## src/rtl/core/xsfb_pkg.sv

```systemverilog
// xsfb_pkg: shared constants, types and lookup tables for the xor sprite framebuffer
// no dependencies; imported by the controller, the datapath and the top level
package xsfb_pkg;

  localparam int unsigned SCREEN_WIDTH  = 64;
  localparam int unsigned SCREEN_HEIGHT = 32;
  localparam int unsigned SPRITE_BITS   = 8;

  localparam int unsigned XW = $clog2(SCREEN_WIDTH);
  localparam int unsigned YW = $clog2(SCREEN_HEIGHT);

  localparam logic FUNC_DRAW  = 1'b0;
  localparam logic FUNC_CLEAR = 1'b1;

  typedef logic [SCREEN_WIDTH-1:0] word_t;
  typedef logic [7:0] mod_tbl_t [256];

  // controller to datapath
  typedef struct packed {
    logic load;   // latch item, issue row read
    logic exec;   // xor row, write back, load result
  } xsfb_cmd_t;

  // datapath to controller
  typedef struct packed {
    logic out_busy; // result register full and not taken this cycle
  } xsfb_status_t;

  // residue table built at elaboration by counting, v mod m for v in 0..255
  function automatic mod_tbl_t build_mod_tbl(int unsigned m);
    mod_tbl_t    t;
    int unsigned r;
    r = 0;
    for (int v = 0; v < 256; v++) begin
      t[v] = 8'(r);
      if (r == m - 1) begin
        r = 0;
      end else begin
        r = r + 1;
      end
    end
    return t;
  endfunction

  localparam mod_tbl_t XMOD_TBL = build_mod_tbl(SCREEN_WIDTH);
  localparam mod_tbl_t YMOD_TBL = build_mod_tbl(SCREEN_HEIGHT);

endpackage

```

## src/rtl/core/xsfb_if.sv

```systemverilog
// xsfb channel interfaces: sprite row input, result output, configuration write
// no dependencies; used by the top level ports
interface xsfb_in_if;
  logic       valid;
  logic       ready;
  logic       func;
  logic [7:0] x_pos;
  logic [7:0] y_pos;
  logic [3:0] row_index;
  logic [7:0] row_bits;
  logic       last_row;

  modport source (output valid, func, x_pos, y_pos, row_index, row_bits, last_row,
                  input ready);
  modport sink (input valid, func, x_pos, y_pos, row_index, row_bits, last_row,
                output ready);
endinterface

interface xsfb_out_if;
  logic valid;
  logic ready;
  logic collision;
  logic sprite_done;

  modport source (output valid, collision, sprite_done, input ready);
  modport sink (input valid, collision, sprite_done, output ready);
endinterface

interface xsfb_cfg_if;
  logic valid;
  logic ready;
  logic wrap_enable;

  modport source (output valid, wrap_enable, input ready);
  modport sink (input valid, wrap_enable, output ready);
endinterface

```

## src/rtl/core/xor_sprite_framebuffer_top.sv

```systemverilog
// xor_sprite_framebuffer_top: chip8-style xor sprite framebuffer, controller plus datapath
// depends on xsfb_pkg, xsfb_if, xsfb_ctrl, xsfb_dp
//
//   channel  dir  word                                             handshake
//   in_i     in   func x_pos y_pos row_index row_bits last_row     valid/ready
//   out_o    out  collision sprite_done                            valid/ready
//   cfg_i    in   wrap_enable                                      valid/ready, ready tied high
//
// each word is accepted at an edge that reads the target row word from the row memory; then,
// in S_EXEC, the sprite mask is xored in, the row is written back and the result register loaded
// a clear goes through the same steps: per-row valid flops drop at once, no sweep after reset
// the result register frees the input side; the S_EXEC step waits only while a previous
// result is still held and not taken
module xor_sprite_framebuffer_top (
  input  logic   clk_i,
  input  logic   rst_ni,
  xsfb_in_if.sink    in_i,
  xsfb_out_if.source out_o,
  xsfb_cfg_if.sink   cfg_i
);
  import xsfb_pkg::*;

  xsfb_cmd_t    cmd;
  xsfb_status_t status;

  assign cfg_i.ready = 1'b1;

  xsfb_ctrl u_ctrl (
    .clk_i      (clk_i),
    .rst_ni     (rst_ni),
    .in_valid_i (in_i.valid),
    .in_ready_o (in_i.ready),
    .status_i   (status),
    .cmd_o      (cmd)
  );

  xsfb_dp u_dp (
    .clk_i         (clk_i),
    .rst_ni        (rst_ni),
    .cmd_i         (cmd),
    .status_o      (status),
    .cfg_we_i      (cfg_i.valid),
    .cfg_wrap_i    (cfg_i.wrap_enable),
    .func_i        (in_i.func),
    .x_pos_i       (in_i.x_pos),
    .y_pos_i       (in_i.y_pos),
    .row_index_i   (in_i.row_index),
    .row_bits_i    (in_i.row_bits),
    .last_row_i    (in_i.last_row),
    .out_valid_o   (out_o.valid),
    .out_ready_i   (out_o.ready),
    .collision_o   (out_o.collision),
    .sprite_done_o (out_o.sprite_done)
  );

`ifndef NO_ASSERTIONS
  // one word in flight: no second accept right after an accept
  a_one_in_flight: assert property (@(posedge clk_i) disable iff (!rst_ni)
    (in_i.valid && in_i.ready) |=> !in_i.ready)
    else $error("input accepted while a word is in flight");

  // a write-back never overwrites a result that is still waiting
  a_no_overwrite: assert property (@(posedge clk_i) disable iff (!rst_ni)
    cmd.exec |-> !(out_o.valid && !out_o.ready))
    else $error("result register overwritten");

  // every executed word shows up as a result on the next cycle
  a_exec_result: assert property (@(posedge clk_i) disable iff (!rst_ni)
    cmd.exec |=> out_o.valid)
    else $error("executed word produced no result");
`endif

endmodule

```

## src/rtl/core/xsfb_ctrl.sv

```systemverilog
// xsfb_ctrl: two-state sequencer, accept a word then run the row read-modify-write
// depends on xsfb_pkg
module xsfb_ctrl (
  input  logic                  clk_i,
  input  logic                  rst_ni,
  input  logic                  in_valid_i,
  output logic                  in_ready_o,
  input  xsfb_pkg::xsfb_status_t status_i,
  output xsfb_pkg::xsfb_cmd_t   cmd_o
);
  import xsfb_pkg::*;

  typedef enum logic {
    S_IDLE,
    S_EXEC
  } state_e;

  state_e state_q;

  assign in_ready_o = (state_q == S_IDLE);
  assign cmd_o.load = (state_q == S_IDLE) && in_valid_i;
  assign cmd_o.exec = (state_q == S_EXEC) && !status_i.out_busy;

  always_ff @(posedge clk_i or negedge rst_ni) begin
    if (!rst_ni) begin
      state_q <= S_IDLE;
    end else begin
      unique case (state_q)
        S_IDLE: begin
          if (in_valid_i) state_q <= S_EXEC;
        end
        S_EXEC: begin
          // hold while the result register cannot take a new word
          if (!status_i.out_busy) state_q <= S_IDLE;
        end
        default: state_q <= S_IDLE;
      endcase
    end
  end

endmodule

```

## src/rtl/core/xsfb_dp.sv

```systemverilog
// xsfb_dp: row memory, coordinate reduction, xor mask, collision flag, result register
// depends on xsfb_pkg
module xsfb_dp (
  input  logic                   clk_i,
  input  logic                   rst_ni,
  input  xsfb_pkg::xsfb_cmd_t    cmd_i,
  output xsfb_pkg::xsfb_status_t status_o,
  input  logic                   cfg_we_i,
  input  logic                   cfg_wrap_i,
  input  logic                   func_i,
  input  logic [7:0]             x_pos_i,
  input  logic [7:0]             y_pos_i,
  input  logic [3:0]             row_index_i,
  input  logic [7:0]             row_bits_i,
  input  logic                   last_row_i,
  output logic                   out_valid_o,
  input  logic                   out_ready_i,
  output logic                   collision_o,
  output logic                   sprite_done_o
);
  import xsfb_pkg::*;

  word_t                   mem_q [SCREEN_HEIGHT];
  logic [SCREEN_HEIGHT-1:0] row_valid_q;
  word_t                   rdata_q;

  logic          wrap_q;
  logic          coll_q;
  logic          func_q;
  logic [7:0]    x_q;
  logic [XW-1:0] xm_q;
  logic [YW-1:0] row_q;
  logic          row_ok_q;
  logic [7:0]    bits_q;
  logic          last_q;

  logic out_valid_q;
  logic out_coll_q;
  logic out_done_q;

  // row address from the incoming word
  logic [8:0]    y_sum;
  logic [YW:0]   y_wsum;
  logic [YW:0]   y_wred;
  logic [YW-1:0] row_d;
  logic          row_ok_d;

  always_comb begin
    y_sum  = {1'b0, y_pos_i} + {5'b0, row_index_i};
    y_wsum = {1'b0, YMOD_TBL[y_pos_i][YW-1:0]} + {1'b0, YMOD_TBL[{4'b0, row_index_i}][YW-1:0]};
    if (y_wsum >= (YW+1)'(SCREEN_HEIGHT)) begin
      y_wred = y_wsum - (YW+1)'(SCREEN_HEIGHT);
    end else begin
      y_wred = y_wsum;
    end
    if (wrap_q) begin
      row_d    = y_wred[YW-1:0];
      row_ok_d = 1'b1;
    end else begin
      row_d    = y_sum[YW-1:0];
      row_ok_d = (y_sum < 9'(SCREEN_HEIGHT));
    end
  end

  // xor mask for the eight sprite pixels, columns are distinct so or-ing is exact
  word_t         mask;
  word_t         cur_word;
  logic [XW:0]   col_w;
  logic [8:0]    col_c;
  logic          hit;
  logic          coll_new;

  always_comb begin
    mask  = '0;
    col_w = '0;
    col_c = '0;
    for (int i = 0; i < SPRITE_BITS; i++) begin
      if (bits_q[SPRITE_BITS-1-i]) begin
        if (wrap_q) begin
          col_w = {1'b0, xm_q} + (XW+1)'(i);
          if (col_w >= (XW+1)'(SCREEN_WIDTH)) col_w = col_w - (XW+1)'(SCREEN_WIDTH);
          mask = mask | (word_t'(1) << col_w[XW-1:0]);
        end else begin
          col_c = {1'b0, x_q} + 9'(i);
          if (col_c < 9'(SCREEN_WIDTH)) mask = mask | (word_t'(1) << col_c[XW-1:0]);
        end
      end
    end
  end

  // rows never written since reset or clear read as blank
  assign cur_word = row_valid_q[row_q] ? rdata_q : '0;
  assign hit      = row_ok_q && |(cur_word & mask);
  assign coll_new = coll_q | hit;

  assign status_o.out_busy = out_valid_q && !out_ready_i;

  always_ff @(posedge clk_i) begin
    if (cmd_i.load) begin
      rdata_q  <= mem_q[row_d];
      func_q   <= func_i;
      x_q      <= x_pos_i;
      xm_q     <= XMOD_TBL[x_pos_i][XW-1:0];
      row_q    <= row_d;
      row_ok_q <= row_ok_d;
      bits_q   <= row_bits_i;
      last_q   <= last_row_i;
    end
    if (cmd_i.exec && (func_q == FUNC_DRAW) && row_ok_q) begin
      mem_q[row_q] <= cur_word ^ mask;
    end
  end

  always_ff @(posedge clk_i or negedge rst_ni) begin
    if (!rst_ni) begin
      wrap_q      <= 1'b0;
      coll_q      <= 1'b0;
      row_valid_q <= '0;
      out_valid_q <= 1'b0;
      out_coll_q  <= 1'b0;
      out_done_q  <= 1'b0;
    end else begin
      if (cfg_we_i) wrap_q <= cfg_wrap_i;
      if (cmd_i.exec) begin
        out_valid_q <= 1'b1;
        if (func_q == FUNC_CLEAR) begin
          row_valid_q <= '0;
          coll_q      <= 1'b0;
          out_coll_q  <= 1'b0;
          out_done_q  <= 1'b1;
        end else begin
          if (row_ok_q) row_valid_q[row_q] <= 1'b1;
          coll_q     <= last_q ? 1'b0 : coll_new;
          out_coll_q <= coll_new;
          out_done_q <= last_q;
        end
      end else if (out_ready_i) begin
        out_valid_q <= 1'b0;
      end
    end
  end

  assign out_valid_o   = out_valid_q;
  assign collision_o   = out_coll_q;
  assign sprite_done_o = out_done_q;

endmodule

```

## src/flat_wrapper.sv

```systemverilog
// flat-port wrapper written by rule: the top's interface ports become plain ports
module xor_sprite_framebuffer_top_flat import xsfb_pkg::*;
  (clk_i, rst_ni, in_i_valid, in_i_func, in_i_x_pos, in_i_y_pos, in_i_row_index, in_i_row_bits, in_i_last_row, in_i_ready, out_o_valid, out_o_collision, out_o_sprite_done, out_o_ready, cfg_i_valid, cfg_i_wrap_enable, cfg_i_ready);
  xsfb_in_if in_i_i ();
  xsfb_out_if out_o_i ();
  xsfb_cfg_if cfg_i_i ();
  input  logic clk_i;
  input  logic rst_ni;
  input wire logic [$bits(in_i_i.valid)-1:0] in_i_valid;
  input wire logic [$bits(in_i_i.func)-1:0] in_i_func;
  input wire logic [$bits(in_i_i.x_pos)-1:0] in_i_x_pos;
  input wire logic [$bits(in_i_i.y_pos)-1:0] in_i_y_pos;
  input wire logic [$bits(in_i_i.row_index)-1:0] in_i_row_index;
  input wire logic [$bits(in_i_i.row_bits)-1:0] in_i_row_bits;
  input wire logic [$bits(in_i_i.last_row)-1:0] in_i_last_row;
  output wire logic [$bits(in_i_i.ready)-1:0] in_i_ready;
  output wire logic [$bits(out_o_i.valid)-1:0] out_o_valid;
  output wire logic [$bits(out_o_i.collision)-1:0] out_o_collision;
  output wire logic [$bits(out_o_i.sprite_done)-1:0] out_o_sprite_done;
  input wire logic [$bits(out_o_i.ready)-1:0] out_o_ready;
  input wire logic [$bits(cfg_i_i.valid)-1:0] cfg_i_valid;
  input wire logic [$bits(cfg_i_i.wrap_enable)-1:0] cfg_i_wrap_enable;
  output wire logic [$bits(cfg_i_i.ready)-1:0] cfg_i_ready;
  assign in_i_i.valid = in_i_valid;
  assign in_i_i.func = in_i_func;
  assign in_i_i.x_pos = in_i_x_pos;
  assign in_i_i.y_pos = in_i_y_pos;
  assign in_i_i.row_index = in_i_row_index;
  assign in_i_i.row_bits = in_i_row_bits;
  assign in_i_i.last_row = in_i_last_row;
  assign in_i_ready = in_i_i.ready;
  assign out_o_valid = out_o_i.valid;
  assign out_o_collision = out_o_i.collision;
  assign out_o_sprite_done = out_o_i.sprite_done;
  assign out_o_i.ready = out_o_ready;
  assign cfg_i_i.valid = cfg_i_valid;
  assign cfg_i_i.wrap_enable = cfg_i_wrap_enable;
  assign cfg_i_ready = cfg_i_i.ready;
  xor_sprite_framebuffer_top u_core (.clk_i(clk_i), .rst_ni(rst_ni), .in_i(in_i_i), .out_o(out_o_i), .cfg_i(cfg_i_i));
endmodule
```

## config.mk

```make
export PLATFORM = sky130hd
export DESIGN_NAME = xor_sprite_framebuffer_top_flat
export DESIGN_NICKNAME = d
export VERILOG_FILES = /design/src/rtl/core/xsfb_pkg.sv /design/src/rtl/core/xsfb_if.sv /design/src/rtl/core/xor_sprite_framebuffer_top.sv /design/src/rtl/core/xsfb_ctrl.sv /design/src/rtl/core/xsfb_dp.sv /design/src/flat_wrapper.sv
export SDC_FILE = /design/constraint.sdc
export NUM_CORES = 2
export LEC_CHECK = 0
export BUFFER_PORTS_ARGS = -buffer_cell sky130_fd_sc_hd__buf_2
export CAP_MARGIN = 10
export CORE_MARGIN = 2
export CORE_UTILIZATION = 46
export CTS_CLUSTER_SIZE = 30
export DETAILED_ROUTE_END_ITERATION = 10
export SLEW_MARGIN = 25
export SYNTH_ARGS = -nofsm -noshare
export SYNTH_HDL_FRONTEND = slang
export SYNTH_SLANG_ARGS = --single-unit
```

## constraint.sdc

```tcl
create_clock -name clk_i -period 5.1 [get_ports clk_i]
set_clock_uncertainty 0.05 [all_clocks]
set_input_delay 0.765 -clock clk_i [delete_from_list [all_inputs] [get_ports clk_i]]
set_output_delay 0.765 -clock clk_i [all_outputs]
set_load 0.005 [all_outputs]
```

== Word-level counts from Yosys, hierarchy flattened ==
Memory sizes are Yosys's and may differ from the RTL's. A register that Yosys moved wholly into a read port is not among the register bits.
Index checks and enable logic that the tools add are counted.

* Reductions and logical operators: 13
* Bitwise operators: 23
* Magnitude comparators: 22
* Shift operators: 16
* Mux-type cells: 72
* $add $sub $neg: 25

{| class="wikitable"
|+ Operators with widths
! cell !! number
|-
| $mux W64 || 25
|-
| $shl A1 B6 Y64 const A || 16
|-
| $or A64 B64 Y64 || 14
|-
| $mux W6 || 24
|-
| $and A64 B64 Y64 || 1
|-
| $mux W32 || 2
|-
| $reduce_or A64 Y1 || 1
|-
| $xor A64 B64 Y64 || 1
|-
| $lt A9 B7 Y1 const B || 7
|-
| $ge A7 B7 Y1 const B || 7
|-
| $sub A6 B1 Y6 const B || 8
|-
| $add A8 B3 Y9 const B || 4
|-
| $or A32 B32 Y32 || 1
|-
| $mux W5 || 6
|-
| $add A6 B3 Y7 const B || 4
|-
| $add A8 B2 Y9 const B || 2
|-
| $ge A9 B9 Y1 const B || 2
|-
| $not A8 Y9 || 2
|-
| $add A6 B2 Y7 const B || 2
|-
| $mux W1 || 12
|-
| $add A8 B1 Y9 const B || 1
|-
| $add A8 B4 Y9 || 1
|-
| $lt A9 B6 Y1 const B || 1
|-
| $not A4 Y9 || 1
|-
| 17 further kinds || 26
|}

* Logic and storage cells: 188
* Input bits: 36
* Register bits: 62
* Bits in read-only memories: 6144
* Bits in writable memories: 2048
* Memories kept: 4

{| class="wikitable"
|+ Memory list
! memory !! depth !! bits a word !! rd ports !! clocked after Yosys merged registers in !! wr ports !! RTL line !! source
|-
| (no name shown) || 256 || 8 || 1 || 1 || 0 || xsfb_dp.sv:103 || <nowiki>xm_q <= XMOD_TBL[x_pos_i][XW-1:0];</nowiki>
|-
| (no name shown) || 256 || 8 || 1 || 0 || 0 || xsfb_dp.sv:50 || <nowiki>y_wsum = {1'b0, YMOD_TBL[y_pos_i][YW-1:0]} + {1'b0, YMOD_TBL[{4'b0, row_index_i}][YW-1:0]};</nowiki>
|-
| (no name shown) || 256 || 8 || 1 || 0 || 0 || xsfb_dp.sv:50 ||
|-
| u_core.u_dp.mem_q || 32 || 64 || 1 || 1 || 1 || xsfb_dp.sv:23 || <nowiki>word_t mem_q [SCREEN_HEIGHT];</nowiki>
|}

== Depth between registers and ports, before layout ==
* Depth after elaboration: 41
* Mapped depth: 17
* Gate-level depth less buffers: 14

== Cells and area by module ==
Synthesis repeated with hierarchy kept, for this count alone.

* Cells, all modules: 4078
* Area total of the unflattened synthesis: 88044.4 sq um

{| class="wikitable"
|+ By module, submodules not included
! module !! area each (sq um) !! times used !! cells each
|-
| xsfb_dp || 87975.6 || 1 || 4071
|-
| xsfb_ctrl || 57.6 || 1 || 5
|-
| xor_sprite_framebuffer_top || 11.3 || 1 || 2
|}

== Worst setup path before layout ==
OpenSTA, ideal clock, no wires.

* Path kind: in2reg
* Start: input in_i_valid
* End: register u_core.u_dp.bits_q[0] (enable)
* Setup time: 0.545 ns
* Setup slack: -0.100 ns
* Arrival time: 4.605 ns
* Path buffers: 0
* Cell stages on the path: 1
* Cells stage by stage: nor2b_1

* Word-level cells in the longest chain between the ends: 1

{| class="wikitable"
|+ RTL lines
! what !! RTL line !! source
|-
| start: declaration || flat_wrapper.sv:9 || <nowiki>input wire logic [$bits(in_i_i.valid)-1:0] in_i_valid;</nowiki>
|-
| $logic_and A1 B1 Y1 || xsfb_ctrl.sv:21 || <nowiki>assign cmd_o.load = (state_q == S_IDLE) && in_valid_i;</nowiki>
|-
| end signal: assignment || xsfb_dp.sv:106 || <nowiki>bits_q <= row_bits_i;</nowiki>
|-
| end: declaration || xsfb_dp.sv:34 || <nowiki>logic [7:0] bits_q;</nowiki>
|}

Every way passes these cells.
A chain may end at the register's enable or synchronous reset.

== Worst setup path in the final report ==
* Start: register u_core.u_dp.x_q[2]
* End: register u_core.u_dp.coll_q

* Word-level cells in the longest chain between the ends: 38

{| class="wikitable"
|+ RTL lines
! what !! RTL line !! source
|-
| start: declaration || xsfb_dp.sv:30 || <nowiki>logic [7:0] x_q;</nowiki>
|-
| start signal: assignment || xsfb_dp.sv:102 || <nowiki>x_q <= x_pos_i;</nowiki>
|-
| parallel branches: the longest is 31 deep, another holds $add A8 B1 Y9 || - ||
|-
| $mux W64 * || xsfb_dp.sv:78 || <nowiki>if (bits_q[SPRITE_BITS-1-i]) begin</nowiki>
|-
| $and A64 B64 Y64 * || xsfb_dp.sv:93 || <nowiki>assign hit = row_ok_q && |(cur_word & mask);</nowiki>
|-
| $reduce_or A64 Y1 * || xsfb_dp.sv:93 ||
|-
| $logic_and A1 B1 Y1 * || xsfb_dp.sv:93 ||
|-
| $or A1 B1 Y1 * || xsfb_dp.sv:94 || <nowiki>assign coll_new = coll_q | hit;</nowiki>
|-
| $mux W1 * || xsfb_dp.sv:133 || <nowiki>coll_q <= last_q ? 1'b0 : coll_new;</nowiki>
|-
| $mux W1 * || xsfb_dp.sv:126 || <nowiki>if (func_q == FUNC_CLEAR) begin</nowiki>
|-
| end signal: assignment || xsfb_dp.sv:133 ||
|-
| end: declaration || xsfb_dp.sv:28 || <nowiki>logic coll_q;</nowiki>
|}

Every way passes the cells marked *.

==> qor.yml <==
status: "finished, final reports clean"
wl_per_cell_um: 35.7
start_util_pct: 46.4
ios: 41
critical_path_class: "flop to flop"
antenna_left: 0
syn_to_final_growth_pct: 14.7
synth_xor_area_share_pct: 0.218
die_area_um2: 196000
route.detailed.drc: 0
fin_crit_ps: 4990
switchingPower_mw: 10.9
ys_seq_elements: 2174
layout.nets: 4593
num_vias: 45900
placed_area_um2: 93900
fin_crit_sh_pct: 97.8
synthCells: 4183
cp.required_ps: 5750
clkPwrFrac_pct: 36.9
ys_seq_area_share_pct: 73.7
drt-pass1-iter-count: 8
clkTransAtPathRegs_ps: 60
final-hold-violation-count: 0
synthSimpleGateAreaFrac_pct: 3.45
routed_via_density: 6.40
routed_wl_um: 256000
cts_setup_buffers: 0
die-width_um: 442
num_rows: 160
synthAdderAreaFrac_pct: 1.11
synth_ff_type: "edfxtp_1"
final_area_um2: 101000
slew-limit-headroom_pct: 23.6
tightest_slew_ps: 1140
slew_viol_final: 0
gp_congestion: 1.05
end_kind: "flop"
grt_max_degree: 89
drive_gt1_share_pct: 30.8
synth_top_family_by_area: "multiplexers"
core_area_um2: 191000
max_cap_viol_count: 0
switching_share_pct: 25.1
die_y_um: 442
worstPathMaxFanout: 10
syn_area_um2: 88400
start_kind: "flop"
cts_root_buffer: "clkbuf_16"
synth-compound-area-share_pct: 2.88
synth.yosys.warnings: 0
synth.mux.area_fraction_pct: 17.4
p_leak_nw: 32.5
cts_sinks: 2174
synth.avg_cell_area_um2: 21.1
synthArstFlopShare_pct: 1.75
grt_pass1_vias: 45900
power_frac_comb_pct: 14.9
rsz0062_at_grt: "false"
port_buffers: 39
htree_levels: 4
antenna_found_initial: 3
hpwlAfterDp_um: 148000
synth_cell_types: 85
powerDensity_nw_per_um2: 428
grt_pass1_wl_um: 360000
cts_tree: "yes"
syn-num-nets: 4297
track_usage_pct: 26.1
p_int_mw: 32.5
numCtsBuffers: 219
synth_edf_count: 2136
cts_buffer_depth: 3
drt-initial-drc-count: 5316
pwr-share-seq_pct: 48.2
p_total_mw: 43.4
min-delay-path-class: "input port to flop"
clock_latency_ps: 860
finalSetupViolCount: 0
overflow: 0
peakVddDrop_mv: 0.306
fmax_mhz: 201
cp.arrival_ps: 5640
## flip-flops by register name, indices dropped and copies added, names as in the netlist, 5 cells and up
register and cells:
u_core.u_dp.mem_q 2048, u_core.u_dp.rdata_q 64, u_core.u_dp.row_valid_q 32, u_core.u_dp.bits_q 8
u_core.u_dp.x_q 8, u_core.u_dp.row_q 5
## what timing repair did
item,CTS,global route
endpoints found under the hold margin,11,38
hold buffers,11,1
cloned,0,0
setup endpoints to repair,2,2
gates resized for setup,4,10
## per-layer routing
layer	track usage [%]	routed length [µm]
met1	38.0	110000
met2	41.1	122000
met3	4.08	16800
met4	7.90	7760
met5	0.0733	11
## power groups by stage
stage	Clock, mW	Sequential [mW]	Combinational [mW]
final	16.0	20.9	6.44
after detailed placement	0	21.3	6.39
after floorplan	0	21.2	3.94
after global placement	0	21.3	6.36
after global routing	17.0	20.9	6.78
after CTS	16.3	20.9	6.42
## cells in the mapped netlist, drive strengths merged, types with 8 or more instances
cell type	count	area, µm²
a31oi	8	71.3
nand3	81	405
mux2	65	732
a22oi	49	368
dfrtp	38	951
or3	15	93.8
nand3b	9	67.6
clkbuf	112	420
xnor2	15	131
o22ai	64	400
nor2b	11	68.8
and2	74	463
a221oi	42	368
mux4	648	14600
a21oi	54	274
nand4	25	163
nor3	33	216
ha	77	963
o32ai	13	136
a211oi	22	175
o21a	27	203
nor4	21	176
nor2	194	736
edfxtp	2136	64100
nand2	101	382
inv	20	75.1
buf	118	646
nand2b	10	62.6
## cells in the final DEF (no fill, tap or decap), drive strengths merged, types with 54 or more instances in the layout
master	count
a21oi	54
and2	74
buf	293
clkbuf	274
clkinv	93
edfxtp	2136
ha	77
mux2	65
mux4	648
nand2	101
nand3	81
nor2	194
o22ai	64
## final cells by class
class                           count  area (µm²)
Inverter                           22        82.6
Antenna cell                        1        2.50
Tap cell                         2511        3140
Clock inverter                    132        1390
Timing Repair Buffer              305        3250
Clock buffer                      274        5750
Fill cell                       14800       89300
Sequential cell                  2174       65100
Multi-Input combinational cell   1757       22600
## kinds of logic after synthesis
family,Yosys count
flops,2174
mux,715
simple gates,601
compound gates,340
buf+inv,252
fa+ha+maj,78
xor+xnor,22
other cells,1
## critical path: stages, from the launching register on
cell and delay (ps):
edfxtp_1 390, clkinv_1 220, buf_4 240, ha_1 570, nor2b_1 200, nand2_1 330
buf_4 220, nor2_1 60, a211oi_1 630, nand4_1 240, ha_1 270, nor4_1 250
buf_4 210, nand4_1 70, or4_1 490, a21o_1 230, a22o_1 180
## through the flow
stage | instances | setup TNS (ps) | utilization, % | setup WS [ps] | hold WS (ps)
final | 7176 | 0 | 53.2 | 113 | 80.0
after detailed placement | 6757 | -296 | 49.3 | -148 | 424
after global routing | 7176 | 0 | 53.2 | 3.51 | 46.1
after CTS | 7174 | 0 | 53.1 | 69.8 | 15.3
after floorplan | 4183 | 0 | - | 187 | 408
after global placement | 6757 | -424 | 49.3 | -212 | 418
## final timing paths
| path | slack, ps | endpoint | depth (start not counted) | from |
|---|---|---|---|---|
| hold reg to reg | 440 | u_core.u_dp.row_valid_q[14]$_DFFE_PN0P_ | 1 | u_core.u_dp.row_valid_q[14]$_DFFE_PN0P_ |
| max in group asynchronous | 4160 | u_core.u_dp.collision_o$_DFFE_PN0P_ | 2 | rst_ni |
| hold / removal | 80 | u_core.u_dp.bits_q[1]$_DFFE_PP_ | 1 | in_i_row_bits[1] |
| min in group asynchronous | 400 | u_core.u_dp.out_valid_o$_DFFE_PN0P_ | 2 | rst_ni |
| setup reg to reg | 110 | u_core.u_dp.coll_q$_DFFE_PN0P_ | 16 | u_core.u_dp.x_q[2]$_DFFE_PP_ |
| setup / recovery | 110 | u_core.u_dp.coll_q$_DFFE_PN0P_ | 16 | u_core.u_dp.x_q[2]$_DFFE_PP_ |
(Power assumes the default switching activity.)
